[src/rtl/core/pcpo_pkg.sv]
`timescale 1ns / 1ps
// ----------------------------------------------------------------------------
// pcpo_pkg
// Shared types and constants for the pixel color point operation block.
// ----------------------------------------------------------------------------
package pcpo_pkg;

    localparam int GAIN_W          = 16;
    localparam int PIX_W           = 8;
    localparam int GAIN_FRAC_BITS  = 8;
    localparam int QUEUE_DEPTH     = 4;
    localparam int APB_ADDR_W      = 5;
    localparam int APB_DATA_W      = 32;
    localparam int TABLE_DEPTH     = 256;

    localparam logic [1:0]        OP_MODE_RESET   = 2'd1;
    localparam logic              HAS_ALPHA_RESET = 1'b1;
    localparam logic [GAIN_W-1:0] GAIN_RESET      = 16'd256;

    // op_mode codes
    localparam logic [1:0] MODE_LUT      = 2'd0;
    localparam logic [1:0] MODE_SCALE    = 2'd1;
    localparam logic [1:0] MODE_OFFSET   = 2'd2;
    localparam logic [1:0] MODE_CONTRAST = 2'd3;

    // table_channel codes
    localparam logic [1:0] CH_RED   = 2'd0;
    localparam logic [1:0] CH_GREEN = 2'd1;
    localparam logic [1:0] CH_BLUE  = 2'd2;

    // command codes
    localparam logic CMD_PIXEL = 1'b0;
    localparam logic CMD_WRITE = 1'b1;

    typedef enum logic [2:0] {
        REG_OP_MODE    = 3'd0,
        REG_HAS_ALPHA  = 3'd1,
        REG_GAIN_RED   = 3'd2,
        REG_GAIN_GREEN = 3'd3,
        REG_GAIN_BLUE  = 3'd4,
        REG_GAIN_ALPHA = 3'd5
    } t_reg_idx;

    typedef enum logic [2:0] {
        OP_WRITE,
        OP_LUT,
        OP_SCALE,
        OP_OFFSET,
        OP_CONTRAST
    } t_op;

    typedef struct packed {
        logic [1:0]               op_mode;
        logic                     has_alpha;
        logic signed [GAIN_W-1:0] gain_red;
        logic signed [GAIN_W-1:0] gain_green;
        logic signed [GAIN_W-1:0] gain_blue;
        logic signed [GAIN_W-1:0] gain_alpha;
    } t_cfg;

    typedef struct packed {
        t_op              op;
        logic [PIX_W-1:0] red;
        logic [PIX_W-1:0] green;
        logic [PIX_W-1:0] blue;
        logic [PIX_W-1:0] alpha;
        logic             last;
        logic [1:0]       tbl_channel;
        logic [PIX_W-1:0] tbl_index;
        logic [PIX_W-1:0] tbl_value;
    } t_req;

endpackage

[src/rtl/core/pcpo_queue.sv]
`timescale 1ns / 1ps
// ----------------------------------------------------------------------------
// pcpo_queue
// Small request queue between the front and back parts.
// ----------------------------------------------------------------------------
module pcpo_queue #(
    parameter int Depth = pcpo_pkg::QUEUE_DEPTH
) (
    input  logic           i_clk,
    input  logic           i_rst_n,
    input  logic           i_push,
    input  pcpo_pkg::t_req i_data,
    output logic           o_full,
    input  logic           i_pop,
    output logic           o_valid,
    output pcpo_pkg::t_req o_data
);

    localparam int PtrW = (Depth > 1) ? $clog2(Depth) : 1;
    localparam int CntW = $clog2(Depth + 1);

    pcpo_pkg::t_req  r_mem [Depth];
    logic [PtrW-1:0] r_wr_ptr;
    logic [PtrW-1:0] r_rd_ptr;
    logic [CntW-1:0] r_count;
    logic [PtrW-1:0] n_wr_ptr;
    logic [PtrW-1:0] n_rd_ptr;
    logic [CntW-1:0] n_count;

    assign o_full  = (r_count == CntW'(Depth));
    assign o_valid = (r_count != '0);
    assign o_data  = r_mem[r_rd_ptr];

    always_comb begin
        n_wr_ptr = r_wr_ptr;
        n_rd_ptr = r_rd_ptr;
        n_count  = r_count;
        if (i_push) begin
            n_wr_ptr = (r_wr_ptr == PtrW'(Depth - 1)) ? '0 : r_wr_ptr + 1'b1;
        end
        if (i_pop) begin
            n_rd_ptr = (r_rd_ptr == PtrW'(Depth - 1)) ? '0 : r_rd_ptr + 1'b1;
        end
        if (i_push && !i_pop) begin
            n_count = r_count + 1'b1;
        end else if (i_pop && !i_push) begin
            n_count = r_count - 1'b1;
        end
    end

    always_ff @(posedge i_clk) begin
        if (!i_rst_n) begin
            r_wr_ptr <= '0;
            r_rd_ptr <= '0;
            r_count  <= '0;
        end else begin
            r_wr_ptr <= n_wr_ptr;
            r_rd_ptr <= n_rd_ptr;
            r_count  <= n_count;
        end
    end

    always_ff @(posedge i_clk) begin
        if (i_push) begin
            r_mem[r_wr_ptr] <= i_data;
        end
    end

    a_no_overflow: assert property (@(posedge i_clk) disable iff (!i_rst_n)
        o_full |-> !i_push)
        else $error("push into full queue");

    a_no_underflow: assert property (@(posedge i_clk) disable iff (!i_rst_n)
        !o_valid |-> !i_pop)
        else $error("pop from empty queue");

endmodule

[config.mk]
export PLATFORM = sky130hd
export DESIGN_NAME = pcpo_queue
export DESIGN_NICKNAME = d
export VERILOG_FILES = /design/src/rtl/core/pcpo_pkg.sv /design/src/rtl/core/pcpo_queue.sv
export SDC_FILE = /design/constraint.sdc
export NUM_CORES = 1
export LEC_CHECK = 0
export BUFFER_PORTS_ARGS = -buffer_cell sky130_fd_sc_hd__clkbuf_2
export CAP_MARGIN = 40
export CORE_MARGIN = 2
export CORE_UTILIZATION = 40
export CTS_CLUSTER_SIZE = 12
export DETAILED_ROUTE_END_ITERATION = 6
export PLACE_DENSITY = 0.69
export SLEW_MARGIN = 10
export SYNTH_ARGS = -nofsm -noshare
export SYNTH_HDL_FRONTEND = slang
export SYNTH_SLANG_ARGS = --single-unit
[constraint.sdc]
create_clock -name i_clk -period 5.3 [get_ports i_clk]
set_clock_uncertainty 0.15 [all_clocks]
set_input_delay 0.53 -clock i_clk [delete_from_list [all_inputs] [get_ports i_clk]]
set_output_delay 0.53 -clock i_clk [all_outputs]
set_load 0.03 [all_outputs]
Word level (Yosys, flattened, before mapping)
Memory sizes are Yosys's and may differ from the RTL's. A register that Yosys moved wholly into a read port is not among the register bits.
Cells that the tools add are included.
- bits in registers: 7
- memory bits (writable): 216
- word-level logic and storage cells: 25
- memories: 1
- memory list (memory ; depth ; width ; read ports ; clocked after memory_dff ; write ports ; RTL line ; RTL):
    r_mem ; 4 ; 54 ; 1 ; 1 ; 1 ; pcpo_queue.sv:22 ; pcpo_pkg::t_req r_mem [Depth];
- add/subtract/negate cells: 4
- equality and inequality tests: 3
- mux-type cells: 8
- reductions and logical operators: 6
- operators by type and width (operator ; count):
    2-bit two-way mux ; 4
    3-bit two-way mux ; 2
    2-bit by 1-bit adder with 2-bit output (second input constant) ; 2
    2-bit == test (second input constant) ; 2
    3-bit by 1-bit adder with 3-bit output (second input constant) ; 1
    3-bit == test (second input constant) ; 1
    3-bit nonzero test ; 1
    3-bit by 1-bit subtractor with 3-bit output (second input constant) ; 1
    1-bit logical AND ; 2
    1-bit zero test ; 2
    1-bit two-way mux ; 2
    2-bit nonzero test ; 1

Logic depth before layout (Yosys ltp)
Gate-level depths: netlist of run 1.
- depth in word-level cells: 4
- gate-level depth with buffers: 7
- depth with buffers taken out: 7

Worst setup path after synthesis of run 1
Ideal clock, no wire load.
- path type: reg-to-reg
- start point: reg r_wr_ptr[0]
- end point: mem r_mem[3][0] in the netlist's numbering (enable)
- setup time: 417 ps
- arrival: 1831 ps
- required time: 4733 ps
- setup slack: 2902 ps
- cell stages (with the launch flop): 3
- period minus slack after synthesis: 2398 ps
- path through: dfxtp_1 ha_1 and2_1
- RTL lines (what ; RTL line ; RTL):
    start: declaration ; pcpo_queue.sv:23 ; logic [PtrW-1:0] r_wr_ptr;
    start signal: assignment ; pcpo_queue.sv:57 ; r_wr_ptr <= n_wr_ptr;
    end: declaration ; pcpo_queue.sv:22 ;
No word-level cell before the write port.

==> results.cfg, run 1 <==
[critical_path]
end_kind = output pin
r2r_start = r_wr_ptr[0]
r2r_slack_ns = 3.56
worstPathMaxFanout = 33
required_ns = 4.62
critical_path_class = reg2out
crit_arrival_ns = 2.66
worst_r2r_endpoint = r_mem[2][25]
r2r_cells = 4
cp-start-kind = register

[placement]
dp_hpwl_um = 8668
placedCellCount = 703
placed_area_um2 = 9205
portBuffers = 113
gp_congestion = 0.6878

[clock_network]
clockRootBuffer = clkbuf_16
cts_buffers = 23
clk_pin_slew_ns = 0.06
clock-sinks = 225
postCtsSetupBuffers = 0
h-tree-depth = 1
cts_tree = yes
clk_path_buf_depth = 3
clkLatencyLatePin_ns = 0.51
hold_buffers = 0
cts-resized-gates = 0

[yosys]
syn_inst = 326
ys_warn_count = 0
syn_area_per_cell_um2 = 25.52
seq_area_frac_synth = 0.8014
synth_area_leaders = edfxtp_1 78%, mux4_2 14%, dfxtp_1 2.2%
ys_types = 23
synth-seq-cells = 225
synth_top_area_frac = 0.7798
synth_top_cell_by_area = edfxtp_1
synth_nets = 391
netlist_area_um2 = 8318

[pwr]
swShare = 0.2299
p_int_mw = 3.010
powerDensity_nw_per_um2 = 396.4
switching_power_mw = 0.8986
clkPwrFrac = 0.365
p_comb_frac = 0.106
ir_worst_vdd_mv = 0.2214
pwr-share-seq = 0.529
p_leak_nw = 3.350

[finish]
final_nets = 523
drive_gt1_frac = 0.4298
area.growth.synth_to_final_pct = 18.53
multiInputGateArea_um2 = 1505
fillers = 1690
instances_no_fill = 740
final-seq-area_um2 = 6671
diodes = 0
postLayoutCellArea_um2 = 9859

[grt]
grtUsageTotal = 0.1347
grt_pass1_wl_um = 22500
antenna_found_initial = 0
grt_max_degree = 55
grt_pass1_vias = 4182
grt-ovfl-total = 0

[detailed_routing]
drt_pass1_iterations = 4
via_count = 3703
wl_um = 14440
wl_per_cell_um = 19.51
via_per_inst = 5.004
route.detailed.drc = 0
drt_iter0_markers = 189
postRouteAntennaNets = 0

[job]
maxCapViolations = 0

[sta]
rsz0062_at_grt = no
clock.fmax_mhz = 299.4
finalMaxSlewViolations = 0
fin_crit_ns = 3.340
max-slew-margin-rel = 0.4516
holdWs_ns = 0.08728
setup_viol_count_final = 0
setup_tns_ns = 0
hold_violations = 0
worstMarginPinSlew_ns = 0.8226
fin_crit_sh = 0.6302

[die]
start_util = 0.4098
ios = 114
fp.coreArea_um2 = 20300
die_x_um = 148.2
die_area_um2 = 21960
std_cell_rows = 52
die_h_um = 148.2

[min_path]
min_to = r_mem[3][53]
min_from = i_data[53]
hold_depth = 1
hp-class = in2reg

[status]
status = completed
==> logic make-up (layout without fill, tap and decap cells) <==
| logic type | Yosys count | after routing | share of synthesized area |
|---|---|---|---|
| mux | 58 | 58 | 0.1528 |
| compound gates | 3 | 3 | 0.002407 |
| flops | 225 | 225 | 0.8014 |
| simple gates | 15 | 15 | 0.01098 |
| fa+ha+maj | 7 | 7 | 0.01143 |
| buf+inv | 16 | 160 | 0.01880 |
| xor+xnor | 2 | 2 | 0.002106 |
==> registers in the layout, indices dropped and copies added, names as in the netlist, named ones only <==
register and flops:
r_rd_ptr 2, r_count 3, r_mem 216, r_wr_ptr 2
==> per-stage QoR <==
step / power (mW) / utilization / setup slack (ns)
detailed placement: 2.531 / 0.4535 / 2.402
global route: 4.058 / 0.4857 / 1.758
global placement: 2.508 / 0.4488 / 2.397
finish: 3.909 / 0.4857 / 1.960
floorplan: 2.392 / - / 2.902
CTS: 3.962 / 0.4857 / 1.846
==> how the worst max path moves through the flow <==
stage / end / slack (ns) / depth (start not counted)
6_report: o_data[45] / 1.96 / 3
5_1_grt: o_data[45] / 1.76 / 3
4_1_cts: o_data[45] / 1.85 / 3
3_5_place_dp: o_data[45] / 2.40 / 3
3_3_place_gp: o_data[45] / 2.40 / 3
2_1_floorplan: r_mem[3][0] / 2.90 / 2
==> layer usage <==
| metal | wire length [µm] | part of all wire | up-vias | global-route usage |
|---|---|---|---|---|
| met1 | 5991 | 0.42 | 1904 | 0.1730 |
| li1 | - | - | 1646 | - |
| met5 | 0 | 0 | - | 0 |
| met3 | 1154 | 0.080 | 28 | 0.03957 |
| met2 | 6985 | 0.48 | 125 | 0.2229 |
| met4 | 306 | 0.021 | 0 | 0.04286 |
==> synth_stat cells <==
cell type / instances
dfxtp_1: 9
nor2_1: 1
a21boi_0: 1
mux4_1: 4
mux4_2: 50
buf_12: 5
buf_6: 1
inv_1: 4
ha_1: 6
o21a_1: 1
o21ai_0: 1
nor2b_1: 5
buf_2: 5
clkbuf_2: 1
nor3_1: 1
fa_1: 1
and2_1: 5
xnor2_1: 1
edfxtp_1: 216
mux2i_1: 4
or3_1: 2
xor2_1: 1
nor3b_1: 1
==> power groups by stage <==
stage / Clock (mW) / Sequential [mW] / Combinational, mW
detailed placement: 0 / 2.11 / 0.423
global placement: 0 / 2.10 / 0.405
finish: 1.43 / 2.07 / 0.416
floorplan: 0 / 2.09 / 0.301
global route: 1.53 / 2.08 / 0.446
CTS: 1.47 / 2.07 / 0.425
==> cell type report <==
| class | count | area share |
|---|---|---|
| multi-input cells | 85 | 0.1527 |
| well taps | 270 | 0.03426 |
| inverters | 4 | 0.001523 |
| clock inverters | 5 | 0.002538 |
| repair buffers | 119 | 0.06853 |
| flip-flops and latches | 225 | 0.6766 |
| clock buffers | 32 | 0.06383 |
==> placed cells by master, fill, tap and decap left out, drive strengths merged <==
| cell | count |
|---|---|
| xnor2 | 1 |
| o21a | 1 |
| clkinv | 4 |
| or3 | 2 |
| nor2b | 5 |
| buf | 6 |
| a21boi | 1 |
| o21ai | 1 |
| and2 | 5 |
| inv | 5 |
| fa | 1 |
| mux4 | 54 |
| nor2 | 1 |
| mux2i | 4 |
| edfxtp | 216 |
| nor3 | 1 |
| ha | 6 |
| dfxtp | 9 |
| nor3b | 1 |
| clkbuf | 145 |
| xor2 | 1 |
==> worst max-delay path: stages (launching register included) <==
cell	delay, ns
dfxtp_4	0.79
buf_4	0.53
mux4_1	0.61
clkbuf_2	0.20
Note: power is estimated with default switching activity, not from simulation.
==> inputs of run 2 (changes only) <==
==> constraint.sdc (replaced) <==
create_clock -name i_clk -period 3.2 [get_ports i_clk]
set_clock_uncertainty 0.15 [all_clocks]
set_input_delay 0.32 -clock i_clk [delete_from_list [all_inputs] [get_ports i_clk]]
set_output_delay 0.32 -clock i_clk [all_outputs]
set_load 0.03 [all_outputs]
==> run 2 against run 1 <==
Against the previous run:
- sequential power grew 65%
- via count grew 7.0%
- clock power grew 66%
- setup slack lost 1.4 ns
- power grew 67%
- final cell count grew 8.2%
- largest power group unchanged
- critical endpoint unchanged
- register-to-register slack lost 2.1 ns
- combinational power grew 82%
- die area is the same
- core utilization grew 2.9 points
- critical path depth is the same
==> results.cfg, run 2 (synthesis results as in run 1) <==
[clock_network]
cts_buffers = 23
postCtsSetupBuffers = 0
h-tree-depth = 1
cts_tree = yes
clockRootBuffer = clkbuf_16
clk_pin_slew_ns = 0.06
clock-sinks = 225
clkLatencyLatePin_ns = 0.48
clk_path_buf_depth = 3

[min_path]
hp-class = in2reg
min_from = i_pop

[sta]
worstMarginPinSlew_ns = 0.4522
clock.fmax_mhz = 372.1
fin_crit_ns = 2.687
setup_tns_ns = 0
finalMaxSlewViolations = 0
fin_crit_sh = 0.8397
hold_violations = 0
holdWs_ns = 0.05653
rsz0062_at_grt = no
setup_viol_count_final = 0
max-slew-margin-rel = 0.6985

[critical_path]
critical_path_class = reg2out
r2r_start = r_wr_ptr[0]
worstPathMaxFanout = 25
end_kind = output pin
cp-start-kind = register
required_ns = 2.73
crit_arrival_ns = 2.22

[finish]
layout_common_cells = 216 x edfxtp_1, 113 x clkbuf_2, 55 x dlygate4sd3_1, 50 x mux4_2, 23 x clkbuf_16
largestRegisters = r_mem: 216 flops, r_count: 3 flops
area.growth.synth_to_final_pct = 25.62
postLayoutCellArea_um2 = 10450
fillers = 1628
top_register = r_mem
instances_no_fill = 801
diodes = 0
final_common_cell = edfxtp_1
drive_gt1_frac = 0.3842
largest_reg_flops = 216
final_nets = 580

[detailed_routing]
route.detailed.drc = 0
drt_pass1_iterations = 7
postRouteAntennaNets = 0
drt_iter0_markers = 180
wl_per_cell_um = 18.62
wl_um = 14910
via_count = 3963
via_per_inst = 4.948

[placement]
portBuffers = 113
dp_hpwl_um = 9019
placedCellCount = 705
placed_area_um2 = 9233
gp_congestion = 0.6617

[die]
die_area_um2 = 21960
ios = 114
fp.coreArea_um2 = 20300
die_h_um = 148.2
start_util = 0.4098
std_cell_rows = 52
die_x_um = 148.2

[grt]
antenna_found_initial = 0
grt_pass1_vias = 4323
grtUsageTotal = 0.1372
grt-ovfl-total = 0
grt_max_degree = 40
grt_pass1_wl_um = 23340

[status]
status = completed

[pwr]
ir_worst_vdd_mv = 0.2819
powerDensity_nw_per_um2 = 626.6
p_leak_nw = 3.597
p_total_mw = 6.547

[job]
maxCapViolations = 0
## run 2: timing repair
action | 4_1_cts | 5_1_grt
resized for setup | 0 | 0
hold buffers | 55 | 0
endpoints found under the hold margin | 219 | 0
## run 2: per-layer routing
metal,vias to the layer above,GRT usage,part of all wire
met3,23,0.02945,0.060
met5,-,0,0
met4,0,0.03238,0.015
li1,1768,-,-
met2,109,0.2306,0.49
met1,2063,0.1856,0.44
## run 2: stage by stage
stage / util / setup WS, ns
after floorplan: - / 0.8018
after global placement: 0.4501 / 0.9491
after detailed placement: 0.4548 / 0.9582
after CTS: 0.5147 / 0.4316
after global routing: 0.5147 / 0.3650
final: 0.5147 / 0.5129
## run 2: report_power, final
part | switching (mW) | internal [mW]
registers | 0.0473 | 3.37
clock network | 0.987 | 1.38
logic | 0.452 | 0.305
total | 1.49 | 5.06
## run 2: worst paths after layout
check | endpoint | slack, ns | cells after the start
hold / removal | register | 0.06 | 3
hold reg to reg | r_count[2] | 0.38 | 2
setup reg to reg | r_mem[2][31] | 1.45 | 4
setup / recovery | o_data[45] | 0.51 | 3
## run 2: critical path, stage by stage, from the launching register on
cell and delay, ns:
dfxtp_4 0.64, buf_12 0.29, mux4_1 0.58, clkbuf_2 0.20
## run 2: area by class of cell
type | instances | area [µm²] | share of cell area
repair buffers | 176 | 1254 | 0.1200
well taps | 270 | 337.8 | 0.03233
inverters | 4 | 15.01 | 0.001437
multi-input cells | 85 | 1505 | 0.1441
clock inverters | 2 | 10.01 | 0.0009580
flip-flops and latches | 225 | 6671 | 0.6385
clock buffers | 39 | 655.6 | 0.06275
