===== config.mk =====
export PLATFORM = sky130hd
export DESIGN_NAME = pcpo_front
export DESIGN_NICKNAME = d
export VERILOG_FILES = /design/src/rtl/core/pcpo_pkg.sv /design/src/rtl/core/pcpo_front.sv
export SDC_FILE = /design/constraint.sdc
export NUM_CORES = 1
export LEC_CHECK = 0
export ABC_AREA = 1
export BUFFER_PORTS_ARGS = -buffer_cell sky130_fd_sc_hd__buf_2
export CORE_MARGIN = 2
export CORE_UTILIZATION = 44
export DETAILED_ROUTE_END_ITERATION = 10
export PLACE_DENSITY = 0.83
export RECOVER_POWER = 50
export SETUP_SLACK_MARGIN = 0.15
export SYNTH_ARGS = -nofsm -noshare
export SYNTH_HDL_FRONTEND = slang
export SYNTH_SLANG_ARGS = --single-unit
export TNS_END_PERCENT = 5

===== constraint.sdc =====
create_clock -name i_clk -period 6.2 [get_ports i_clk]
set_clock_uncertainty 0.15 [all_clocks]
set_input_delay 1.86 -clock i_clk [delete_from_list [all_inputs] [get_ports i_clk]]
set_output_delay 1.86 -clock i_clk [all_outputs]
set_load 0.01 [all_outputs]

===== src/rtl/core/pcpo_pkg.sv =====
`timescale 1ns / 1ps
// ----------------------------------------------------------------------------
// pcpo_pkg
// Shared types and constants for the pixel color point operation block.
// ----------------------------------------------------------------------------
package pcpo_pkg;

    localparam int GAIN_W          = 16;
    localparam int PIX_W           = 8;
    localparam int GAIN_FRAC_BITS  = 8;
    localparam int QUEUE_DEPTH     = 4;
    localparam int APB_ADDR_W      = 5;
    localparam int APB_DATA_W      = 32;
    localparam int TABLE_DEPTH     = 256;

    localparam logic [1:0]        OP_MODE_RESET   = 2'd1;
    localparam logic              HAS_ALPHA_RESET = 1'b1;
    localparam logic [GAIN_W-1:0] GAIN_RESET      = 16'd256;

    // op_mode codes
    localparam logic [1:0] MODE_LUT      = 2'd0;
    localparam logic [1:0] MODE_SCALE    = 2'd1;
    localparam logic [1:0] MODE_OFFSET   = 2'd2;
    localparam logic [1:0] MODE_CONTRAST = 2'd3;

    // table_channel codes
    localparam logic [1:0] CH_RED   = 2'd0;
    localparam logic [1:0] CH_GREEN = 2'd1;
    localparam logic [1:0] CH_BLUE  = 2'd2;

    // command codes
    localparam logic CMD_PIXEL = 1'b0;
    localparam logic CMD_WRITE = 1'b1;

    typedef enum logic [2:0] {
        REG_OP_MODE    = 3'd0,
        REG_HAS_ALPHA  = 3'd1,
        REG_GAIN_RED   = 3'd2,
        REG_GAIN_GREEN = 3'd3,
        REG_GAIN_BLUE  = 3'd4,
        REG_GAIN_ALPHA = 3'd5
    } t_reg_idx;

    typedef enum logic [2:0] {
        OP_WRITE,
        OP_LUT,
        OP_SCALE,
        OP_OFFSET,
        OP_CONTRAST
    } t_op;

    typedef struct packed {
        logic [1:0]               op_mode;
        logic                     has_alpha;
        logic signed [GAIN_W-1:0] gain_red;
        logic signed [GAIN_W-1:0] gain_green;
        logic signed [GAIN_W-1:0] gain_blue;
        logic signed [GAIN_W-1:0] gain_alpha;
    } t_cfg;

    typedef struct packed {
        t_op              op;
        logic [PIX_W-1:0] red;
        logic [PIX_W-1:0] green;
        logic [PIX_W-1:0] blue;
        logic [PIX_W-1:0] alpha;
        logic             last;
        logic [1:0]       tbl_channel;
        logic [PIX_W-1:0] tbl_index;
        logic [PIX_W-1:0] tbl_value;
    } t_req;

endpackage


===== src/rtl/core/pcpo_front.sv =====
`timescale 1ns / 1ps
// ----------------------------------------------------------------------------
// pcpo_front
// Accepts input requests, classifies them by command and mode, and registers
// them for the queue.
// ----------------------------------------------------------------------------
module pcpo_front (
    input  logic                          i_clk,
    input  logic                          i_rst_n,
    input  logic                          i_in_valid,
    output logic                          o_in_stall,
    input  logic                          i_command,
    input  logic [pcpo_pkg::PIX_W-1:0]    i_red_in,
    input  logic [pcpo_pkg::PIX_W-1:0]    i_green_in,
    input  logic [pcpo_pkg::PIX_W-1:0]    i_blue_in,
    input  logic [pcpo_pkg::PIX_W-1:0]    i_alpha_in,
    input  logic                          i_frame_end,
    input  logic [1:0]                    i_table_channel,
    input  logic [pcpo_pkg::PIX_W-1:0]    i_table_index,
    input  logic [pcpo_pkg::PIX_W-1:0]    i_table_value,
    input  logic [1:0]                    i_op_mode,
    input  logic                          i_q_full,
    output logic                          o_q_push,
    output pcpo_pkg::t_req                o_q_data
);

    logic           r_valid;
    logic           n_valid;
    pcpo_pkg::t_req r_req;
    pcpo_pkg::t_req n_req;
    logic           w_accept;

    assign o_in_stall = r_valid && i_q_full;
    assign w_accept   = i_in_valid && !o_in_stall;
    assign o_q_push   = r_valid && !i_q_full;
    assign o_q_data   = r_req;

    always_comb begin
        n_req.red         = i_red_in;
        n_req.green       = i_green_in;
        n_req.blue        = i_blue_in;
        n_req.alpha       = i_alpha_in;
        n_req.last        = i_frame_end;
        n_req.tbl_channel = i_table_channel;
        n_req.tbl_index   = i_table_index;
        n_req.tbl_value   = i_table_value;
        if (i_command == pcpo_pkg::CMD_WRITE) begin
            n_req.op = pcpo_pkg::OP_WRITE;
        end else begin
            unique case (i_op_mode)
                pcpo_pkg::MODE_LUT:      n_req.op = pcpo_pkg::OP_LUT;
                pcpo_pkg::MODE_SCALE:    n_req.op = pcpo_pkg::OP_SCALE;
                pcpo_pkg::MODE_OFFSET:   n_req.op = pcpo_pkg::OP_OFFSET;
                pcpo_pkg::MODE_CONTRAST: n_req.op = pcpo_pkg::OP_CONTRAST;
                default:                 n_req.op = pcpo_pkg::OP_SCALE;
            endcase
        end
        n_valid = w_accept || (r_valid && i_q_full);
    end

    always_ff @(posedge i_clk) begin
        if (!i_rst_n) begin
            r_valid <= 1'b0;
        end else begin
            r_valid <= n_valid;
        end
    end

    always_ff @(posedge i_clk) begin
        if (w_accept) begin
            r_req <= n_req;
        end
    end

    a_front_hold: assert property (@(posedge i_clk) disable iff (!i_rst_n)
        r_valid && i_q_full |=> r_valid && $stable(r_req))
        else $error("front request lost while queue full");

endmodule


# Yosys cells after proc, flatten, opt, wreduce, memory -nomap -nowiden
# Cells that the tools add are included.
# W data, S select, Z words.
[op_classes] n_eq_ne=3 reduce_logical=7 mux=1
[op_table] op="$pmux W3 S4" count=1
[op_table] op="$eq A2 B2 Y1 const B" count=2
[op_table] op="$logic_and A1 B1 Y1" count=3
[op_table] op="$eq A2 B1 Y1 const B" count=1
[op_table] op="$logic_not A1 Y1" count=2
[op_table] op="$logic_not A2 Y1" count=1
[op_table] op="$logic_or A1 B1 Y1" count=1
[totals] reg_bits=55 word_cells=21

# Longest topological paths before layout
# Gate-level depths: netlist of the first run.
[depth] depth_word=4 ltp_mapped=4 depth_no_buf=4

# Worst setup path before layout of the first run
# Ideal clock, no wire load.
[synth_timing] path_kind="input-to-reg" startpoint="in i_q_full" endpoint="reg r_req, in the netlist o_q_data[0], enable pin" setup_time_ns=0.467 path_buffers=0 path_slack_ns=1.317 t_arrival_ns=4.266 cell_stages=3 path_cell_list="nand2_2 > inv_2 > nor2_1"
[synth_via] elab_chain_len=3
[synth_lines] element="start, declared" line="pcpo_front.sv:22" text="input logic i_q_full,"
[synth_lines] element="$logic_and A1 B1 Y1" line="pcpo_front.sv:33" text="assign o_in_stall = r_valid && i_q_full;"
[synth_lines] element="named net o_in_stall" line="pcpo_front.sv:11" text="output logic o_in_stall,"
[synth_lines] element="$logic_not A1 Y1" line="pcpo_front.sv:34" text="assign w_accept = i_in_valid && !o_in_stall;"
[synth_lines] element="$logic_and A1 B1 Y1" line="pcpo_front.sv:34"
[synth_lines] element="named net w_accept" line="pcpo_front.sv:31" text="logic w_accept;"
[synth_lines] element="end signal, assigned" line="pcpo_front.sv:71" text="r_req <= n_req;"
[synth_lines] element="end, declared" line="pcpo_front.sv:29" text="pcpo_pkg::t_req r_req;"
# The timed path passes the listed nets, and every way through them passes these cells.
# A chain may end at the register's enable or synchronous reset.

# Worst setup path after layout of the first run
[layout_timing] startpoint="in i_q_full" endpoint="out o_in_stall"
[layout_via] elab_chain_len=1
[layout_lines] element="$logic_and A1 B1 Y1" line="pcpo_front.sv:33"
[layout_lines] element="end, declared" line="pcpo_front.sv:11"
# Every way passes these cells.

==> impl_metrics.csv, run 1 <==
group,metric,value,unit
global_route,antenna_found_initial,0,
global_route,grt_max_degree,55,
final_layout,antennaDiodeCount,0,
clocking,numCtsBuffers,5,
place,pre_cts_ws,1.94,ns
logic_synthesis,synth_fa_ha_area_share,2.15,%
setup_path,crit_path_max_incr_delay,0.13,ns
clocking,cts-htree-levels,2,
logic_synthesis,ys_seq_area_share,94.0,%
setup_path,cp_slowest_cell,"buf_2",
setup_path,rrSetupSlack,4.61,ns
logic_synthesis,syn_area,0.00175,sq mm
detailed_routing,ant_nets,0,
clocking,clock-sinks,55,
clocking,cts.hold.buffers_added,0,
logic_synthesis,syn_inst,74,
place,hpwl,2600,um
status,run_status,"finished, final reports clean",
min_path,holdPathEnd,"r_valid",
clocking,cts.reportedPaths.clkPinSlew,0.09,ns
global_route,grt_pass1_wl,4720,um
logic_synthesis,synth_nets,135,
setup_path,reg2regPathDepth,4,
detailed_routing,num_vias,1070,
clocking,cts_tree,"built",
power,leakagePower,1.04,nW
detailed_routing,route.detailed.wl_per_inst,13.6,um
logic_synthesis,synth-compound-area-share,0.501,%
clocking,insertion_delay,0.30,ns
logic_synthesis,yosysWarnings,0,
detailed_routing,drtIter0Drc,59,
sta,post-route-period-util,68.5,%
detailed_routing,dr.pass1.iters,3,
clocking,clockBufferDepth,2,
place,numPortBuffers,113,
clocking,cts-root-buf,"clkbuf_8",
setup_path,worst_ep_arrival_time,2.24,ns
clocking,cts_setup_buffers,0,
min_path,min_path_type,"reg -> reg",
sta,setup_violations,0,
place,place_congestion,0.736,
detailed_routing,remaining_drc_errors,0,
logic_synthesis,yosysUniqueCellTypes,8,
clocking,ctsResizeCount,0,
die,die_x,67.0,um
setup_path,crit_fanout,2,
sta,min_period,4.25,ns
sta,hold_viol,0,
setup_path,startpoint,"i_q_full",
final_layout,multiInputGateArea,78.8,sq um
min_path,hp-start,"r_valid",
setup_path,path_cells,"buf_2 -> nand2_2 -> inv_2 -> buf_2",
detailed_routing,vias_per_cell,4.39,
detailed_routing,finalWirelength,3330,um
die,die_h,67.0,um
die,initial_core_util,46.7,%
global_route,track_usage,15.8,%
setup_path,path_class,"in -> out",
setup_path,critPathTopFamily,"buffers and inverters",
final_layout,seqCellArea,0.00164,sq mm
sta,rsz0062_at_grt,"no",
die,num_io_pins,114,
logic_synthesis,synth_simple_gate_area_share,1.65,%
setup_path,start_kind,"input port",
global_route,grt_pass1_vias,1028,
final_layout,drive_above_1_share,49.0,%
final_layout,area_growth,40.6,%
sta,setup_slack,1.95,ns
die,die_area,0.00449,sq mm
logic_synthesis,synth-xor-area-share,0,%
logic_synthesis,syn_avg_cell_area,23.6,sq um
die,core,0.00374,sq mm
logic_synthesis,muxShareOfSynthArea,0,%
min_path,worstHoldPathCells,2,
sta,max_freq,236,MHz
setup_path,crit_top_cell,"buf_2",
setup_path,critical_path_buf_inv_count,3,
setup_path,r2r_start,"r_valid",
power,report.power.total,721,uW
global_route,gr-total-overflow,0,
setup_path,r2r_end,"o_q_data[41]",
die,num_rows,22,
setup_path,end_kind,"output pin",
power,power.density,294,mW/mm^2
sta,finalMaxSlewViolations,0,
power,peakVddDrop,0.000196,V
setup_path,critPathRequiredTime,4.19,ns
logic_synthesis,synth_top_family_by_area,"adder cells",
run,maxCapViolations,0,
sta,setup_tns,0,ns
final_layout,fillers,300,
sta,tightest_slew,0.633,ns
final_layout,nNetsFinal,256,
sta,max_slew_margin,57.8,%
logic_synthesis,ys_ff_latch,55,
## layout by cell type (no fill, tap or decap), drive strengths merged
cell type  instances
a21oi              1
buf               86
bufinv             1
clkbuf            33
clkinv             2
dfxtp              1
edfxtp            54
ha                 3
inv                8
nand2              1
nor2               6
## layout make-up
cell class	count	share of cell area, %
sequential	55	66.8
timing repair buffer	114	21.9
multi-input combinational	11	3.21
clock buffer	5	2.80
tap	48	2.45
clock inverter	3	1.58
inverter	8	1.22
## Yosys cell counts
cell type	number	area share (%)
inv_1	7	1.5
nand2_2	1	0.36
dfxtp_1	1	1.1
nor2_1	6	1.3
ha_1	3	2.1
edfxtp_1	54	93
inv_2	1	0.21
a21oi_2	1	0.50
## per-layer routing
metal | track usage, % | up-vias | wire [um]
met3 | 11.3 | 5 | 489
met1 | 13.0 | 487 | 974
met5 | 0 | - | 0
li1 | - | 511 | -
met2 | 26.9 | 67 | 1800
met4 | 8.42 | 0 | 67
## how the worst max path moves through the flow
| stage | end | cells after the start | slack, ns |
|---|---|---|---|
| floorplan | o_q_data[0] | 3 | 1.32 |
| global placement | o_in_stall | 4 | 1.97 |
| detailed placement | o_in_stall | 4 | 1.94 |
| CTS | o_in_stall | 4 | 1.94 |
| global route | o_in_stall | 4 | 1.93 |
| finish | o_in_stall | 4 | 1.95 |
## cells by family (layout without fill, tap and decap cells)
group	after synthesis	in the layout
and+or+nand+nor	7	7
adders and majority gates	3	3
AOI/OAI and AO/OA	1	1
buffers and inverters	8	130
DFF	55	55
## sequential cells by signal, indices dropped and copies added (netlist names)
register	cells
o_q_data	54
r_valid	1
## power breakdown
| part | total, mW | internal, mW | switching [mW] |
|---|---|---|---|
| Combinational | 0.0604 | 0.0255 | 0.0349 |
| Sequential | 0.439 | 0.434 | 0.00506 |
| Clock | 0.222 | 0.118 | 0.103 |
## per-stage QoR
step	area, sq um	hold WS, ns	instances	util [%]
after global placement	2390	0.320	236	63.8
after CTS	2490	0.360	244	66.6
after floorplan	1750	0.307	74	-
final	2460	0.372	244	65.6
after global routing	2460	0.400	244	65.6
after detailed placement	2390	0.343	236	63.8
## worst min-delay path, stage by stage (launching register included)
cell,delay [ns]
dfxtp_1,0.33
nand2_2,0.08
a21oi_1,0.07
No activity file was read; power rests on OpenSTA's default activity.
==> run 2, diff against run 1 <==
--- a/config.mk
+++ b/config.mk
@@ -5,12 +5,12 @@
 export SDC_FILE = /design/constraint.sdc
 export NUM_CORES = 1
 export LEC_CHECK = 0
-export ABC_AREA = 1
+export ABC_AREA = 0
 export BUFFER_PORTS_ARGS = -buffer_cell sky130_fd_sc_hd__buf_2
 export CORE_MARGIN = 2
-export CORE_UTILIZATION = 44
+export CORE_UTILIZATION = 37
 export DETAILED_ROUTE_END_ITERATION = 10
-export PLACE_DENSITY = 0.83
+export PLACE_DENSITY = 0.75
 export RECOVER_POWER = 50
 export SETUP_SLACK_MARGIN = 0.15
 export SYNTH_ARGS = -nofsm -noshare
==> constraint.sdc (replaced) <==
create_clock -name i_clk -period 3.9 [get_ports i_clk]
set_clock_uncertainty 0.15 [all_clocks]
set_input_delay 1.17 -clock i_clk [delete_from_list [all_inputs] [get_ports i_clk]]
set_output_delay 1.17 -clock i_clk [all_outputs]
set_load 0.01 [all_outputs]
==> impl_metrics.csv, run 2 <==
group,metric,value,unit
final_layout,largest_register_ffs,54,
place,place_congestion,0.685,
sta,hold_viol,0,
sta,timing.hold.ws,0.564,ns
logic_synthesis,synth_area_leader_cell,"edfxtp_1",
logic_synthesis,yosysUniqueCellTypes,9,
setup_path,crit_top_cell,"buf_2",
logic_synthesis,synth_ff_type,"edfxtp_1",
sta,rsz0062_at_grt,"no",
power,p_comb_share,8.7,%
sta,max_slew_margin,56.8,%
logic_synthesis,ys_ff_latch,55,
logic_synthesis,yosysMostFrequentCell,"edfxtp_1",
clocking,cts-root-buf,"clkbuf_8",
die,die_h,72.5,um
detailed_routing,ant_nets,0,
detailed_routing,route.detailed.wl_per_inst,14.1,um
clocking,cts.reportedPaths.clkPinSlew,0.09,ns
detailed_routing,drtIter0Drc,36,
run,maxCapViolations,0,
power,leakagePower,1.01,nW
final_layout,area_growth,40.1,%
clocking,insertion_delay,0.29,ns
setup_path,crit_fanout,3,
final_layout,nNetsFinal,250,
place,pre_cts_ws,1.01,ns
sta,setup_violations,0,
logic_synthesis,yosysWarnings,0,
logic_synthesis,synthArstFlopShare,0,%
setup_path,crit_path_max_incr_delay,0.22,ns
status,run_status,"finished, final reports clean",
clocking,cts.hold.buffers_added,0,
power,power.density,447,mW/mm^2
final_layout,fin_util,54.8,%
logic_synthesis,synth_nets,129,
die,core,0.00444,sq mm
sta,min_period,2.97,ns
final_layout,final_cell_area,0.00243,sq mm
power,report.power.total,1.09,mW
sta,setup_tns,0,ns
detailed_routing,vias_per_cell,4.41,
power,power_switching,232,uW
die,num_io_pins,114,
setup_path,worst_ep_arrival_time,1.65,ns
global_route,grt_max_degree,55,
global_route,track_usage,12.5,%
sta,max_freq,337,MHz
logic_synthesis,synthTopCellsByArea,"edfxtp_1, ha_1, dfxtp_1, nor2b_1, and2_4",
place,post_dp_cell_area,0.00238,sq mm
clocking,clockBufferDepth,2,
power,p_seq_share,64.1,%
place,numPortBuffers,113,
logic_synthesis,ys_seq_area_share,94.5,%
logic_synthesis,yosysTopAreaCellShare,93.4,%
detailed_routing,dr.pass1.iters,4,
logic_synthesis,synth_edf_count,54,
global_route,grt_pass1_vias,1000,
final_layout,antennaDiodeCount,0,
setup_path,critPathRequiredTime,2.58,ns
setup_path,critical_path_buf_inv_count,2,
detailed_routing,finalWirelength,3420,um
detailed_routing,remaining_drc_errors,0,
logic_synthesis,syn_area,0.00174,sq mm
die,die_x,72.5,um
sta,setup_slack,0.930,ns
clocking,cts_setup_buffers,0,
setup_path,start_kind,"input port",
power,peakVddDrop,0.000172,V
logic_synthesis,syn_inst,68,
power,p_int,856,uW
sta,tightest_slew,0.648,ns
sta,finalMaxSlewViolations,0,
clocking,cts-htree-levels,2,
clocking,ctsResizeCount,0,
global_route,grt_pass1_wl,4760,um
setup_path,end_kind,"output pin",
power,power_frac_clock,27.2,%
detailed_routing,num_vias,1067,
final_layout,layout_commonest_cell,"buf_2",
final_layout,final_cell_mix,"buf_2, edfxtp_1, clkbuf_1",
setup_path,critPathTopFamily,"buffers and inverters",
final_layout,drive_above_1_share,49.5,%
place,placedCellCount,234,
min_path,min_path_type,"reg -> reg",
power,switching_share,21.3,%
global_route,gr-total-overflow,0,
clocking,numCtsBuffers,5,
logic_synthesis,syn_avg_cell_area,25.5,sq um
die,num_rows,24,
setup_path,path_class,"in -> out",
setup_path,path_cells,"buf_2 -> and2_0 -> buf_2",
logic_synthesis,synth_commonest_cells,"edfxtp_1, ha_1, nor2b_1",
global_route,antenna_found_initial,0,
setup_path,cp_slowest_cell,"and2_0",
die,die_area,0.00526,sq mm
final_layout,stdcell_count,242,
die,initial_core_util,39.1,%
clocking,clock-sinks,55,
clocking,cts_tree,"built",
sta,post-route-period-util,76.2,%
-- run 2: worst paths after layout --
path	slack [ns]	endpoint	startpoint	cells after the start
hold reg to reg	0.56	r_valid	r_valid	2
setup reg to reg	2.22	o_q_data[16]	r_valid	3
setup / recovery	0.93	o_in_stall	i_q_full	3
hold / removal	0.56	r_valid	r_valid	2
-- run 2: layout make-up --
cell class / count / area (sq um)
fill: 394 / 2010
sequential: 55 / 1640
timing repair buffer: 114 / 538
multi-input combinational: 11 / 92.6
clock buffer: 5 / 68.8
tap: 52 / 65.1
clock inverter: 3 / 20.0
inverter: 2 / 7.51
-- run 2: kinds of logic after synthesis --
| group | count (synthesis) | share of synthesized area [%] |
|---|---|---|
| buffers and inverters | 2 | 0.432 |
| AO/OA/AOI/OAI | 1 | 0.432 |
| flip-flops | 55 | 94.5 |
| adder cells (fa/ha/maj) | 3 | 2.16 |
| AND/OR/NAND/NOR | 7 | 2.45 |
-- run 2: worst reg2reg max path, cell delays in order (launching register included) --
cell and delay [ns]:
dfxtp_1 0.32, and2_0 0.19, nor2b_4 0.12, buf_4 0.53
-- run 2: power by group through the flow --
stage / clock (mW) / sequential [mW] / combinational, mW
2_1_floorplan: 0 / 0.732 / 0.0158
3_3_place_gp: 0 / 0.710 / 0.0982
3_5_place_dp: 0 / 0.712 / 0.101
4_1_cts: 0.310 / 0.698 / 0.102
5_1_grt: 0.328 / 0.702 / 0.103
6_report: 0.296 / 0.698 / 0.0947
-- run 2: per-layer routing --
metal / vias to the layer above / GRT usage, % / routed length (um)
met5: - / 0 / 0
met4: 0 / 5.56 / 51
met1: 494 / 13.8 / 1200
li1: 500 / - / -
met2: 68 / 20.8 / 1700
met3: 5 / 5.56 / 472
