File: src/rtl/core/pcpo_pkg.sv
`timescale 1ns / 1ps
// ----------------------------------------------------------------------------
// pcpo_pkg
// Shared types and constants for the pixel color point operation block.
// ----------------------------------------------------------------------------
package pcpo_pkg;

    localparam int GAIN_W          = 16;
    localparam int PIX_W           = 8;
    localparam int GAIN_FRAC_BITS  = 8;
    localparam int QUEUE_DEPTH     = 4;
    localparam int APB_ADDR_W      = 5;
    localparam int APB_DATA_W      = 32;
    localparam int TABLE_DEPTH     = 256;

    localparam logic [1:0]        OP_MODE_RESET   = 2'd1;
    localparam logic              HAS_ALPHA_RESET = 1'b1;
    localparam logic [GAIN_W-1:0] GAIN_RESET      = 16'd256;

    // op_mode codes
    localparam logic [1:0] MODE_LUT      = 2'd0;
    localparam logic [1:0] MODE_SCALE    = 2'd1;
    localparam logic [1:0] MODE_OFFSET   = 2'd2;
    localparam logic [1:0] MODE_CONTRAST = 2'd3;

    // table_channel codes
    localparam logic [1:0] CH_RED   = 2'd0;
    localparam logic [1:0] CH_GREEN = 2'd1;
    localparam logic [1:0] CH_BLUE  = 2'd2;

    // command codes
    localparam logic CMD_PIXEL = 1'b0;
    localparam logic CMD_WRITE = 1'b1;

    typedef enum logic [2:0] {
        REG_OP_MODE    = 3'd0,
        REG_HAS_ALPHA  = 3'd1,
        REG_GAIN_RED   = 3'd2,
        REG_GAIN_GREEN = 3'd3,
        REG_GAIN_BLUE  = 3'd4,
        REG_GAIN_ALPHA = 3'd5
    } t_reg_idx;

    typedef enum logic [2:0] {
        OP_WRITE,
        OP_LUT,
        OP_SCALE,
        OP_OFFSET,
        OP_CONTRAST
    } t_op;

    typedef struct packed {
        logic [1:0]               op_mode;
        logic                     has_alpha;
        logic signed [GAIN_W-1:0] gain_red;
        logic signed [GAIN_W-1:0] gain_green;
        logic signed [GAIN_W-1:0] gain_blue;
        logic signed [GAIN_W-1:0] gain_alpha;
    } t_cfg;

    typedef struct packed {
        t_op              op;
        logic [PIX_W-1:0] red;
        logic [PIX_W-1:0] green;
        logic [PIX_W-1:0] blue;
        logic [PIX_W-1:0] alpha;
        logic             last;
        logic [1:0]       tbl_channel;
        logic [PIX_W-1:0] tbl_index;
        logic [PIX_W-1:0] tbl_value;
    } t_req;

endpackage

File: src/rtl/core/pcpo_regs.sv
`timescale 1ns / 1ps
// ----------------------------------------------------------------------------
// pcpo_regs
// APB configuration registers: mode, alpha enable and four Q gains.
// ----------------------------------------------------------------------------
module pcpo_regs (
    input  logic                              i_clk,
    input  logic                              i_rst_n,
    input  logic                              psel,
    input  logic                              penable,
    input  logic                              pwrite,
    input  logic [pcpo_pkg::APB_ADDR_W-1:0]   paddr,
    input  logic [pcpo_pkg::APB_DATA_W-1:0]   pwdata,
    output logic [pcpo_pkg::APB_DATA_W-1:0]   prdata,
    output logic                              pready,
    output pcpo_pkg::t_cfg                    o_cfg
);

    pcpo_pkg::t_cfg     r_cfg;
    pcpo_pkg::t_cfg     n_cfg;
    pcpo_pkg::t_reg_idx w_idx;
    logic               w_wr;

    assign pready = 1'b1;
    assign w_idx  = pcpo_pkg::t_reg_idx'(paddr[pcpo_pkg::APB_ADDR_W-1:2]);
    assign w_wr   = psel && penable && pwrite;

    always_comb begin
        n_cfg = r_cfg;
        if (w_wr) begin
            unique case (w_idx)
                pcpo_pkg::REG_OP_MODE:    n_cfg.op_mode    = pwdata[1:0];
                pcpo_pkg::REG_HAS_ALPHA:  n_cfg.has_alpha  = pwdata[0];
                pcpo_pkg::REG_GAIN_RED:   n_cfg.gain_red   = pwdata[pcpo_pkg::GAIN_W-1:0];
                pcpo_pkg::REG_GAIN_GREEN: n_cfg.gain_green = pwdata[pcpo_pkg::GAIN_W-1:0];
                pcpo_pkg::REG_GAIN_BLUE:  n_cfg.gain_blue  = pwdata[pcpo_pkg::GAIN_W-1:0];
                pcpo_pkg::REG_GAIN_ALPHA: n_cfg.gain_alpha = pwdata[pcpo_pkg::GAIN_W-1:0];
                default: ;
            endcase
        end
    end

    always_comb begin
        prdata = '0;
        unique case (w_idx)
            pcpo_pkg::REG_OP_MODE:    prdata = {30'd0, r_cfg.op_mode};
            pcpo_pkg::REG_HAS_ALPHA:  prdata = {31'd0, r_cfg.has_alpha};
            pcpo_pkg::REG_GAIN_RED:   prdata = {{16{r_cfg.gain_red[15]}}, r_cfg.gain_red};
            pcpo_pkg::REG_GAIN_GREEN: prdata = {{16{r_cfg.gain_green[15]}}, r_cfg.gain_green};
            pcpo_pkg::REG_GAIN_BLUE:  prdata = {{16{r_cfg.gain_blue[15]}}, r_cfg.gain_blue};
            pcpo_pkg::REG_GAIN_ALPHA: prdata = {{16{r_cfg.gain_alpha[15]}}, r_cfg.gain_alpha};
            default:                  prdata = '0;
        endcase
    end

    always_ff @(posedge i_clk) begin
        if (!i_rst_n) begin
            r_cfg.op_mode    <= pcpo_pkg::OP_MODE_RESET;
            r_cfg.has_alpha  <= pcpo_pkg::HAS_ALPHA_RESET;
            r_cfg.gain_red   <= pcpo_pkg::GAIN_RESET;
            r_cfg.gain_green <= pcpo_pkg::GAIN_RESET;
            r_cfg.gain_blue  <= pcpo_pkg::GAIN_RESET;
            r_cfg.gain_alpha <= pcpo_pkg::GAIN_RESET;
        end else begin
            r_cfg <= n_cfg;
        end
    end

    assign o_cfg = r_cfg;

endmodule

File: config.mk
export PLATFORM = sky130hd
export DESIGN_NAME = pcpo_regs
export DESIGN_NICKNAME = d
export VERILOG_FILES = /design/src/rtl/core/pcpo_pkg.sv /design/src/rtl/core/pcpo_regs.sv
export SDC_FILE = /design/constraint.sdc
export NUM_CORES = 1
export LEC_CHECK = 0
export BUFFER_PORTS_ARGS = -buffer_cell sky130_fd_sc_hd__buf_2
export CAP_MARGIN = 40
export CELL_PAD_IN_SITES_DETAIL_PLACEMENT = 1
export CELL_PAD_IN_SITES_GLOBAL_PLACEMENT = 1
export CORE_UTILIZATION = 31
export DETAILED_ROUTE_END_ITERATION = 10
export HOLD_SLACK_MARGIN = 0.06
export PLACE_DENSITY = 0.86
export SLEW_MARGIN = 20
export SYNTH_ARGS = -nofsm -noshare
export SYNTH_HDL_FRONTEND = slang
export SYNTH_SLANG_ARGS = --single-unit
File: constraint.sdc
create_clock -name i_clk -period 2.1 [get_ports i_clk]
set_input_delay 0.315 -clock i_clk [delete_from_list [all_inputs] [get_ports i_clk]]
set_output_delay 0.315 -clock i_clk [all_outputs]
set_load 0.005 [all_outputs]
-- Yosys cells after proc, flatten, opt, wreduce, memory -nomap -nowiden
Index checks and enable logic that the tools add are counted.
W data, S select, Z words.
- bits in registers: 67
- bits of input ports: 42
- output and inout bits: 100
- logic and storage cells: 21
- equal/unequal tests: 5
- muxes and demuxes: 1
- reduce and logical (&&, ||, !) cells: 9
- operator list (cell ; number):
    $pmux W32 S6 ; 1
    $reduce_and A2 Y1 ; 6
    $eq A3 B2 Y1 const B ; 2
    $eq A3 B3 Y1 const B ; 2
    $eq A3 B1 Y1 const B ; 1
    $logic_not A3 Y1 ; 1
    $logic_and A1 B1 Y1 ; 2

-- Longest topological paths before layout
Gate-level depths: netlist of run 1.
- word-level depth: 3
- depth in mapped cells: 6
- mapped depth without buffers: 3

-- Least setup slack after synthesis of run 1
No wires, ideal clock.
- path kind: input port to output port
- from: input paddr[3] (netlist bit)
- to: output prdata[16] (netlist bit)
- arrival time: 1.980 ns
- data required time: 1.785 ns
- path slack: -0.195 ns
- stages: 6
- buffers on the path: 4
- cell sequence: buf_6 > nand2b_1 > buf_2 > buf_2 > o22ai_1 > buf_4
- word-level cells in the longest chain between the ends: 2
- elaborated cells on any way between the ends: 7
- classes of those cells: 5 x eq/ne; 1 x mux; 1 x reduce/logical
- ends and longest elaborated chain (what ; RTL line ; source):
    start, declared ; pcpo_regs.sv:12 ; input logic [pcpo_pkg::APB_ADDR_W-1:0] paddr,
    $eq A3 B3 Y1, or another cell as far along ; pcpo_regs.sv:45 ; unique case (w_idx)
    $pmux W32 S6 * ; pcpo_regs.sv:45 ;
    end, declared ; pcpo_regs.sv:14 ; output logic [pcpo_pkg::APB_DATA_W-1:0] prdata,
Mark *: on every way between the ends. The rest lies on a longest branch, timed or not.

-- Final worst setup path of run 1
- from: input paddr[2] (netlist bit)
- to: output prdata[1] (netlist bit)
Same word-level chain as after synthesis.

==> results of run 1 <==
## worst paths after layout
| path | cells after the start | endpoint | from | slack [ns] |
|---|---|---|---|---|
| max reg2reg | 2 | o_cfg[40] | o_cfg[40] | 1.39 |
| max | 6 | prdata[1] | paddr[2] | 0.22 |
| min reg2reg | 2 | o_cfg[14] | o_cfg[14] | 0.47 |
| min | 3 | o_cfg[65] | pwdata[0] | 0.29 |
## synthesized netlist by cell type, types with 2 or more instances
cell	number
buf_1	2
buf_2	6
buf_4	19
buf_6	5
clkbuf_1	5
clkbuf_8	3
dfxtp_1	67
mux2i_1	94
nand2_1	77
nand2b_1	2
nor2_1	3
nor2_4	3
nor2b_1	3
nor3_1	2
o21ai_0	4
o22ai_1	14
o311ai_0	3
## critical path: cells and delay by family
family,cells,cell delay [ns]
AOI/OAI and AO/OA,2,0.28
buffers and inverters,3,0.87
and+or+nand+nor,1,0.09
## final cells by class
type	count	area (sq um)	share of cell area, %
Clock buffer	12	145.1	3.641
Sequential cell	67	1341	33.65
Inverter	1	3.754	0.09416
Clock inverter	3	15.01	0.3766
Timing Repair Buffer	135	733.2	18.39
Multi-Input combinational cell	217	1582	39.67
Tap cell	133	166.4	4.175
## power by group
group | internal, mW | total (mW) | switching (mW)
clock | 0.449 | 0.914 | 0.465
sequential | 1.28 | 1.29 | 0.00771
combinational | 0.0762 | 0.199 | 0.123
total | 1.81 | 2.40 | 0.595
## per-layer routing
metal	vias up	part of all wire, %	GRT usage, %
li1	1310	-	-
met1	1322	44	20.34
met2	81	51	31.95
met3	5	4.4	4.887
met4	0	0.62	3.571
met5	-	0	0
## stage by stage
stage / instances / cell area (sq um) / setup WS (ns) / util [%]
after floorplan: 326 / 3243 / 0.1455 / -
after global placement: 553 / 3826 / 0.2370 / 38.44
after detailed placement: 553 / 3826 / 0.1989 / 38.44
after CTS: 568 / 3986 / 0.2167 / 40.05
after global routing: 568 / 3986 / 0.1096 / 40.05
final: 568 / 3986 / 0.2229 / 40.05
## cell families after synthesis
family                 Yosys count
other                            1
AND/OR/NAND/NOR                 96
flip-flops                      67
AO/OA/AOI/OAI                   26
buffers and inverters           42
multiplexers                    94
==> impl_metrics.toml, run 1 <==
[yosys]
synth-simple-area-share_pct = 14.11
syn_area_sq_um = 3237
synth_compound_area_share_pct = 5.373
netlist_instances = 326
synth_cell_types = 31
syn-num-nets = 368
synthMuxAreaShare_pct = 29.07
ys_seq_area_share_pct = 41.44
synth_top_family_by_area = "multiplexers"
syn_area_per_cell_sq_um = 9.929
yosys_warnings = 0
synthXorXnorAreaFrac_pct = 0
ys_async_sr_fraction_pct = 0
synth_top_area_share_pct = 41.44
synth_edf_count = 0
yosys.area.top_type = "dfxtp_1"
ys.flop_type = "dfxtp_1"
synth_area_leaders = "dfxtp_1 41%, mux2i_1 29%, nand2_1 8.9%"
synthAdderAreaFrac_pct = 0
synth-seq-cells = 67

[power]
p_per_area_nw_per_um2 = 602.2
power_mw = 2.401
p_leak_nw = 1.878
ir_worst_vdd_mv = 0.2512

[setup_path]
critPathKind = "input pin to output pin"
setup.worst_path.start_class = "input pin"
critPathMaxFanout = 15
cp.arrival_ns = 1.56
worstSetupEndpointType = "output pin"
max_stage_delay_ns = 0.38
required_ns = 1.78
cp_slowest_cell = "buf_2"
cp_cell_sequence = "buf_2 -> buf_4 -> nor3b_1 -> a31oi_1 -> o221ai_1 -> buf_2"
critPathMostFrequentCell = "buf_2"

[grt]
grt-ovfl-total = 0
antenna_found_initial = 0
grt_use_total_pct = 17.53
grt_pass1_vias = 2800
grt_max_degree = 84
grt_pass1_wl_microns = 15070

[floorplan]
die_area_sq_um = 10850
ios = 142
start_util_pct = 32.52
die_w_microns = 104.2
fp-row-count = 36
coreArea_sq_um = 9955
die_h_microns = 104.2

[hold_path]
hold_path_class = "input pin to register"

[cts]
numCtsBuffers = 9
cts.path.max_buffers = 2
clock-sinks = 67
cts_setup_buffers = 0
clkTransAtPathRegs_ns = 0.06
cts_root_buffer = "clkbuf_8"
insertion_delay_ns = 0.32
htreeDepth = 3
ctsResizeCount = 0
cts_tree = "done"
ctsHoldBuffers = 0

[sta]
layout_min_cycle_time_ns = 1.877
max_freq_ghz = 0.5327
tightestPinTransition_ns = 0.5160
hold_ws_ns = 0.2938
maxSlewHeadroom_pct = 65.60
setup_tns_ns = 0
min_period_over_period_pct = 89.39
skew_ns = 0
setup_violations = 0
hold_viol = 0
grt_setup_unrepaired = "false"
final_max_slew_viol_count = 0

[status]
status = "complete, no violations"

[final_layout]
largest_reg_flops = 67
area_delta_synth_final_pct = 23.15
drive_above_1_share_pct = 35.86
diodes = 0
final_cell_mix = "122 x buf_2, 94 x mux2i_1, 77 x nand2_1, 67 x dfxtp_1, 13 x o22ai_1"
final_common_cell = "buf_2"
fillers = 1203
fin_nets = 473

[route]
wl_microns = 9379
via_per_inst = 4.785
drt_iter0_markers = 76
dr_total_vias = 2718
first_pass_iters = 4
detail-route-antenna-nets = 0
wl_per_cell_microns = 16.51
drc = 0

[placement]
portBuffers = 122
gp_congestion = 0.6964
place_hpwl_microns = 6743

[run]
cap_viol_max_count = 0
(Power assumes the default switching activity.)
==> run 2: changes to the inputs <==
Settings changed: CORE_UTILIZATION 31 to 32, CTS_BUF_LIST from default to sky130_fd_sc_hd__clkbuf_4, PLACE_DENSITY 0.86 to 0.88.
==> run 2 against run 1 <==
  * Worst setup slack improved by 0.056 ns
  * Sequential power hardly changed
  * Utilization grew 0.085 points
  * Routed wire length is 0.99% higher
  * Via count grew 0.85%
  * Combinational power is essentially flat
  * Clock skew unchanged
  * Die area is 3.1% lower
  * Global-route usage grew 1.1 points
  * Sequential cell count stayed put
  * Cell count decreased by 0.18%
  * Hold slack got worse by 0.061 ns
==> impl_metrics.toml, run 2 (synthesis results as in run 1) <==
[route]
wl_microns = 9472
dr_total_vias = 2741
wl_met1_microns = 3930
via_per_inst = 4.834
wl_met3_microns = 394
top_layer_used = "met4"
drt_iter0_markers = 65
wl_per_cell_microns = 16.71
drc = 0
first_pass_iters = 4
detail-route-antenna-nets = 0
route.met2.wl_microns = 4997

[setup_path]
setup.worst_path.start_class = "register"
critPathMaxFanout = 17
cp_num_buf_inv = 1
worstSetupEndpointType = "output pin"
cp_top_family = "compound AO/OA/AOI/OAI gates"
cp_slowest_cell = "o22ai_2"
max_stage_delay_ns = 0.42
cp.arrival_ns = 1.51
critPathKind = "register to output pin"
cp-startpoint = "o_cfg[47]"
required_ns = 1.78
r2r-start = "o_cfg[8]"
cp_cell_sequence = "mux2i_1 -> o22ai_2 -> buf_2"
r2r_slack_ns = 1.41

[placement]
place_hpwl_microns = 6915
gp_congestion = 0.7150
place_ws_ns = 0.2741
dp.cells = 552
portBuffers = 122

[final_layout]
drive_above_1_share_pct = 35.02
fillers = 1192
seq_area_sq_um = 1341
area_delta_synth_final_pct = 21.18
multi_input_area_sq_um = 1582
largest_reg_flops = 67
diodes = 0
final_cell_count_no_fill = 567
final_cell_mix = "122 x buf_2, 94 x mux2i_1, 77 x nand2_1, 67 x dfxtp_1, 13 x o22ai_1"
fin_nets = 472
final_common_cell = "buf_2"

[power]
p_leak_nw = 1.842
p_per_area_nw_per_um2 = 549.4
power_mw = 2.155
ir_worst_vdd_mv = 0.2401

[sta]
layout_min_cycle_time_ns = 1.821
max_freq_ghz = 0.5493
setup_violations = 0
hold_viol = 0
setup_tns_ns = 0
worst_slack_ns = 0.2794
min_period_over_period_pct = 86.70
skew_ns = 0
hold_ws_ns = 0.2331
grt_setup_unrepaired = "false"
final_max_slew_viol_count = 0

[grt]
antenna_found_initial = 0
grt_use_total_pct = 18.62
grt-ovfl-total = 0
grt_pass1_vias = 2797
grt_pass1_wl_microns = 14520
grt_max_degree = 84

[cts]
numCtsBuffers = 9
cts_root_buffer = "clkbuf_4"
cts_tree = "done"
htreeDepth = 3
cts.path.max_buffers = 2
ctsHoldBuffers = 0
ctsResizeCount = 0
clock-sinks = 67
cts_setup_buffers = 0
insertion_delay_ns = 0.41
clkTransAtPathRegs_ns = 0.11

[floorplan]
coreArea_sq_um = 9774
start_util_pct = 33.12
die_h_microns = 102.6
ios = 142
die_area_sq_um = 10520
fp-row-count = 36
die_w_microns = 102.6

[hold_path]
hold_path_class = "input pin to register"
hp-start = "pwdata[13]"

[status]
status = "complete, no violations"

[run]
cap_viol_max_count = 0
==> run 2: worst min-delay path, stage by stage <==
cell and delay [ns]:
buf_2 0.10, nand2_1 0.11, mux2i_1 0.08
==> run 2: path summary, 6_finish.rpt <==
check                           depth (start not counted)         end
worst max register to register                          2    o_cfg[8]
worst max-delay path                                    3  prdata[15]
worst min register to register                          2   o_cfg[12]
worst min-delay path                                    3   o_cfg[61]
==> run 2: power by group <==
| part | total, mW | switching [mW] | leakage, nW | internal [mW] |
|---|---|---|---|---|
| logic | 0.197 | 0.122 | 1.25 | 0.0754 |
| clock network | 0.670 | 0.454 | 0.0532 | 0.216 |
| registers | 1.29 | 0.00758 | 0.540 | 1.28 |
==> run 2: routing by layer <==
layer | up-vias | track usage, %
met2 | 84 | 34.41
met5 | - | 0
li1 | 1317 | -
met1 | 1329 | 20.30
met3 | 11 | 3.390
met4 | 0 | 9.341
==> run 2: metrics by stage <==
stage / area (sq um) / utilization [%]
final: 3923 / 40.13
after global routing: 3923 / 40.13
after CTS: 3923 / 40.13
after detailed placement: 3831 / 39.20
after global placement: 3831 / 39.20
after floorplan: 3243 / -
==> run 2: final cells by class <==
type | count | share of cell area, %
Clock buffer | 9 | 1.722
Clock inverter | 6 | 0.6061
Inverter | 1 | 0.09569
Multi-Input combinational cell | 217 | 40.32
Sequential cell | 67 | 34.19
Tap cell | 133 | 4.242
Timing Repair Buffer | 134 | 18.82
==> run 3: changes to the inputs <==
Settings changed: CELL_PAD_IN_SITES_DETAIL_PLACEMENT 1 to default, CELL_PAD_IN_SITES_GLOBAL_PLACEMENT 1 to default, CORE_UTILIZATION 32 to 44, PLACE_DENSITY 0.88 to 0.78, SETUP_SLACK_MARGIN from default to 0.02.
==> run 3 against run 2 <==
  * Design area is 0.83% higher
  * Combinational power hardly changed
  * Largest power group unchanged
  * Highest routed layer unchanged
  * Clock power grew 40%
==> impl_metrics.toml, run 3 (synthesis results as in run 1) <==
[status]
status = "complete, no violations"

[final_layout]
diodes = 0
area_delta_synth_final_pct = 22.19
drive_above_1_share_pct = 36.38
final_common_cell = "buf_2"
fin_nets = 474
largest_reg_flops = 67
final_cell_mix = "122 x buf_2, 94 x mux2i_1, 77 x nand2_1, 67 x dfxtp_1, 13 x o22ai_1"
final_cell_count_no_fill = 533
multi_input_area_sq_um = 1582
seq_area_sq_um = 1341
fillers = 609

[cts]
clkTransAtPathRegs_ns = 0.10
htreeDepth = 3
cts_tree = "done"
ctsHoldBuffers = 0
ctsResizeCount = 0
numCtsBuffers = 9
cts_setup_buffers = 0
cts.path.max_buffers = 2
insertion_delay_ns = 0.39
cts_root_buffer = "clkbuf_4"
clock-sinks = 67

[floorplan]
die_w_microns = 87.77
fp-row-count = 30
start_util_pct = 46.61
ios = 142
die_h_microns = 87.77
die_area_sq_um = 7704
coreArea_sq_um = 6944

[power]
p_seq_share_pct = 53.2
p_switching_uw = 582.8
clkPwrFrac_pct = 38.7
p_leak_nw = 1.879
p_per_area_nw_per_um2 = 611.4
power_mw = 2.418
combPwrFrac_pct = 8.0
p_sw_share_pct = 24.10
ir_worst_vdd_mv = 0.3250
p_int_mw = 1.835

[placement]
gp_congestion = 0.8097
place_hpwl_microns = 5731
dp.cells = 517
portBuffers = 122
place_ws_ns = 0.3761

[sta]
grt_setup_unrepaired = "false"
final_max_slew_viol_count = 0
max_freq_ghz = 0.5566
min_period_over_period_pct = 85.55
maxSlewHeadroom_pct = 65.97
layout_min_cycle_time_ns = 1.797
setup_violations = 0
tightestPinTransition_ns = 0.5104
worst_slack_ns = 0.3035
skew_ns = 0
hold_viol = 0
setup_tns_ns = 0

[grt]
grt-ovfl-total = 0
antenna_found_initial = 0
grt_max_degree = 84
grt_use_total_pct = 20.63
grt_pass1_wl_microns = 12150
grt_pass1_vias = 2512

[setup_path]
critPathMaxFanout = 17
setup.worst_path.start_class = "register"
worstRegToRegCells = 2
cp.arrival_ns = 1.48
required_ns = 1.78
r2r_slack_ns = 1.42
worstSetupEndpointType = "output pin"
critPathKind = "register to output pin"

[route]
drt_iter0_markers = 110
via_per_inst = 5.077
wl_per_cell_microns = 14.61
first_pass_iters = 4
drc = 0
detail-route-antenna-nets = 0
dr_total_vias = 2706
wl_microns = 7787

[hold_path]
whs_path_depth = 3
hold_path_class = "input pin to register"

[run]
cap_viol_max_count = 0
-- run 3: cell count changes in the layout (fill, tap and decap cells not counted) --
cell,delta
buf_12,-1
buf_4,+2
buf_8,+1
bufinv_16,+2
clkinv_1,-4
clkinv_4,+1
clkinvlp_4,+2
-- run 3: worst paths after layout --
| check | from | to |
|---|---|---|
| min reg2reg | o_cfg[66] | o_cfg[66] |
| min | pwdata[0] | o_cfg[65] |
| max reg2reg | o_cfg[8] | o_cfg[8] |
| max | o_cfg[63] | prdata[18] |
-- run 3: per-layer routing --
metal / share of wire [%] / track usage, % / wire length, microns / vias to the layer above
met2: 51 / 36.50 / 3934 / 86
met4: 1.8 / 9.538 / 143 / 0
met5: 0 / 0 / 0 / -
met3: 4.3 / 3.299 / 336 / 12
met1: 43 / 24.39 / 3372 / 1290
li1: - / - / - / 1318
-- run 3: critical path, stage by stage (launching register included) --
cell and delay [ns]:
dfxtp_1 0.37, mux2i_1 0.09, o22ai_2 0.42, buf_2 0.20
-- run 3: final cells by class --
type | count | share of cell area, %
Tap cell | 96 | 3.037
Clock buffer | 9 | 1.708
Clock inverter | 7 | 2.341
Multi-Input combinational cell | 217 | 39.99
Timing Repair Buffer | 136 | 18.92
Inverter | 1 | 0.09491
Sequential cell | 67 | 33.91
-- run 3: stage by stage --
| stage | hold WS, ns | utilization (%) | cell area [sq um] |
|---|---|---|---|
| final | 0.2080 | 56.96 | 3955 |
| after global routing | 0.1940 | 56.96 | 3955 |
| after CTS | 0.1838 | 56.96 | 3955 |
| after detailed placement | 0.4629 | 54.65 | 3795 |
| after global placement | 0.4534 | 54.43 | 3780 |
| after floorplan | 0.4593 | - | 3243 |
-- run 3: power by group through the flow --
stage	combinational (mW)	clock [mW]	sequential (mW)
6_report	0.195	0.936	1.29
5_1_grt	0.210	1.02	1.29
4_1_cts	0.195	0.963	1.29
3_5_place_dp	0.195	0	1.32
3_3_place_gp	0.190	0	1.32
2_1_floorplan	0.131	0	1.32
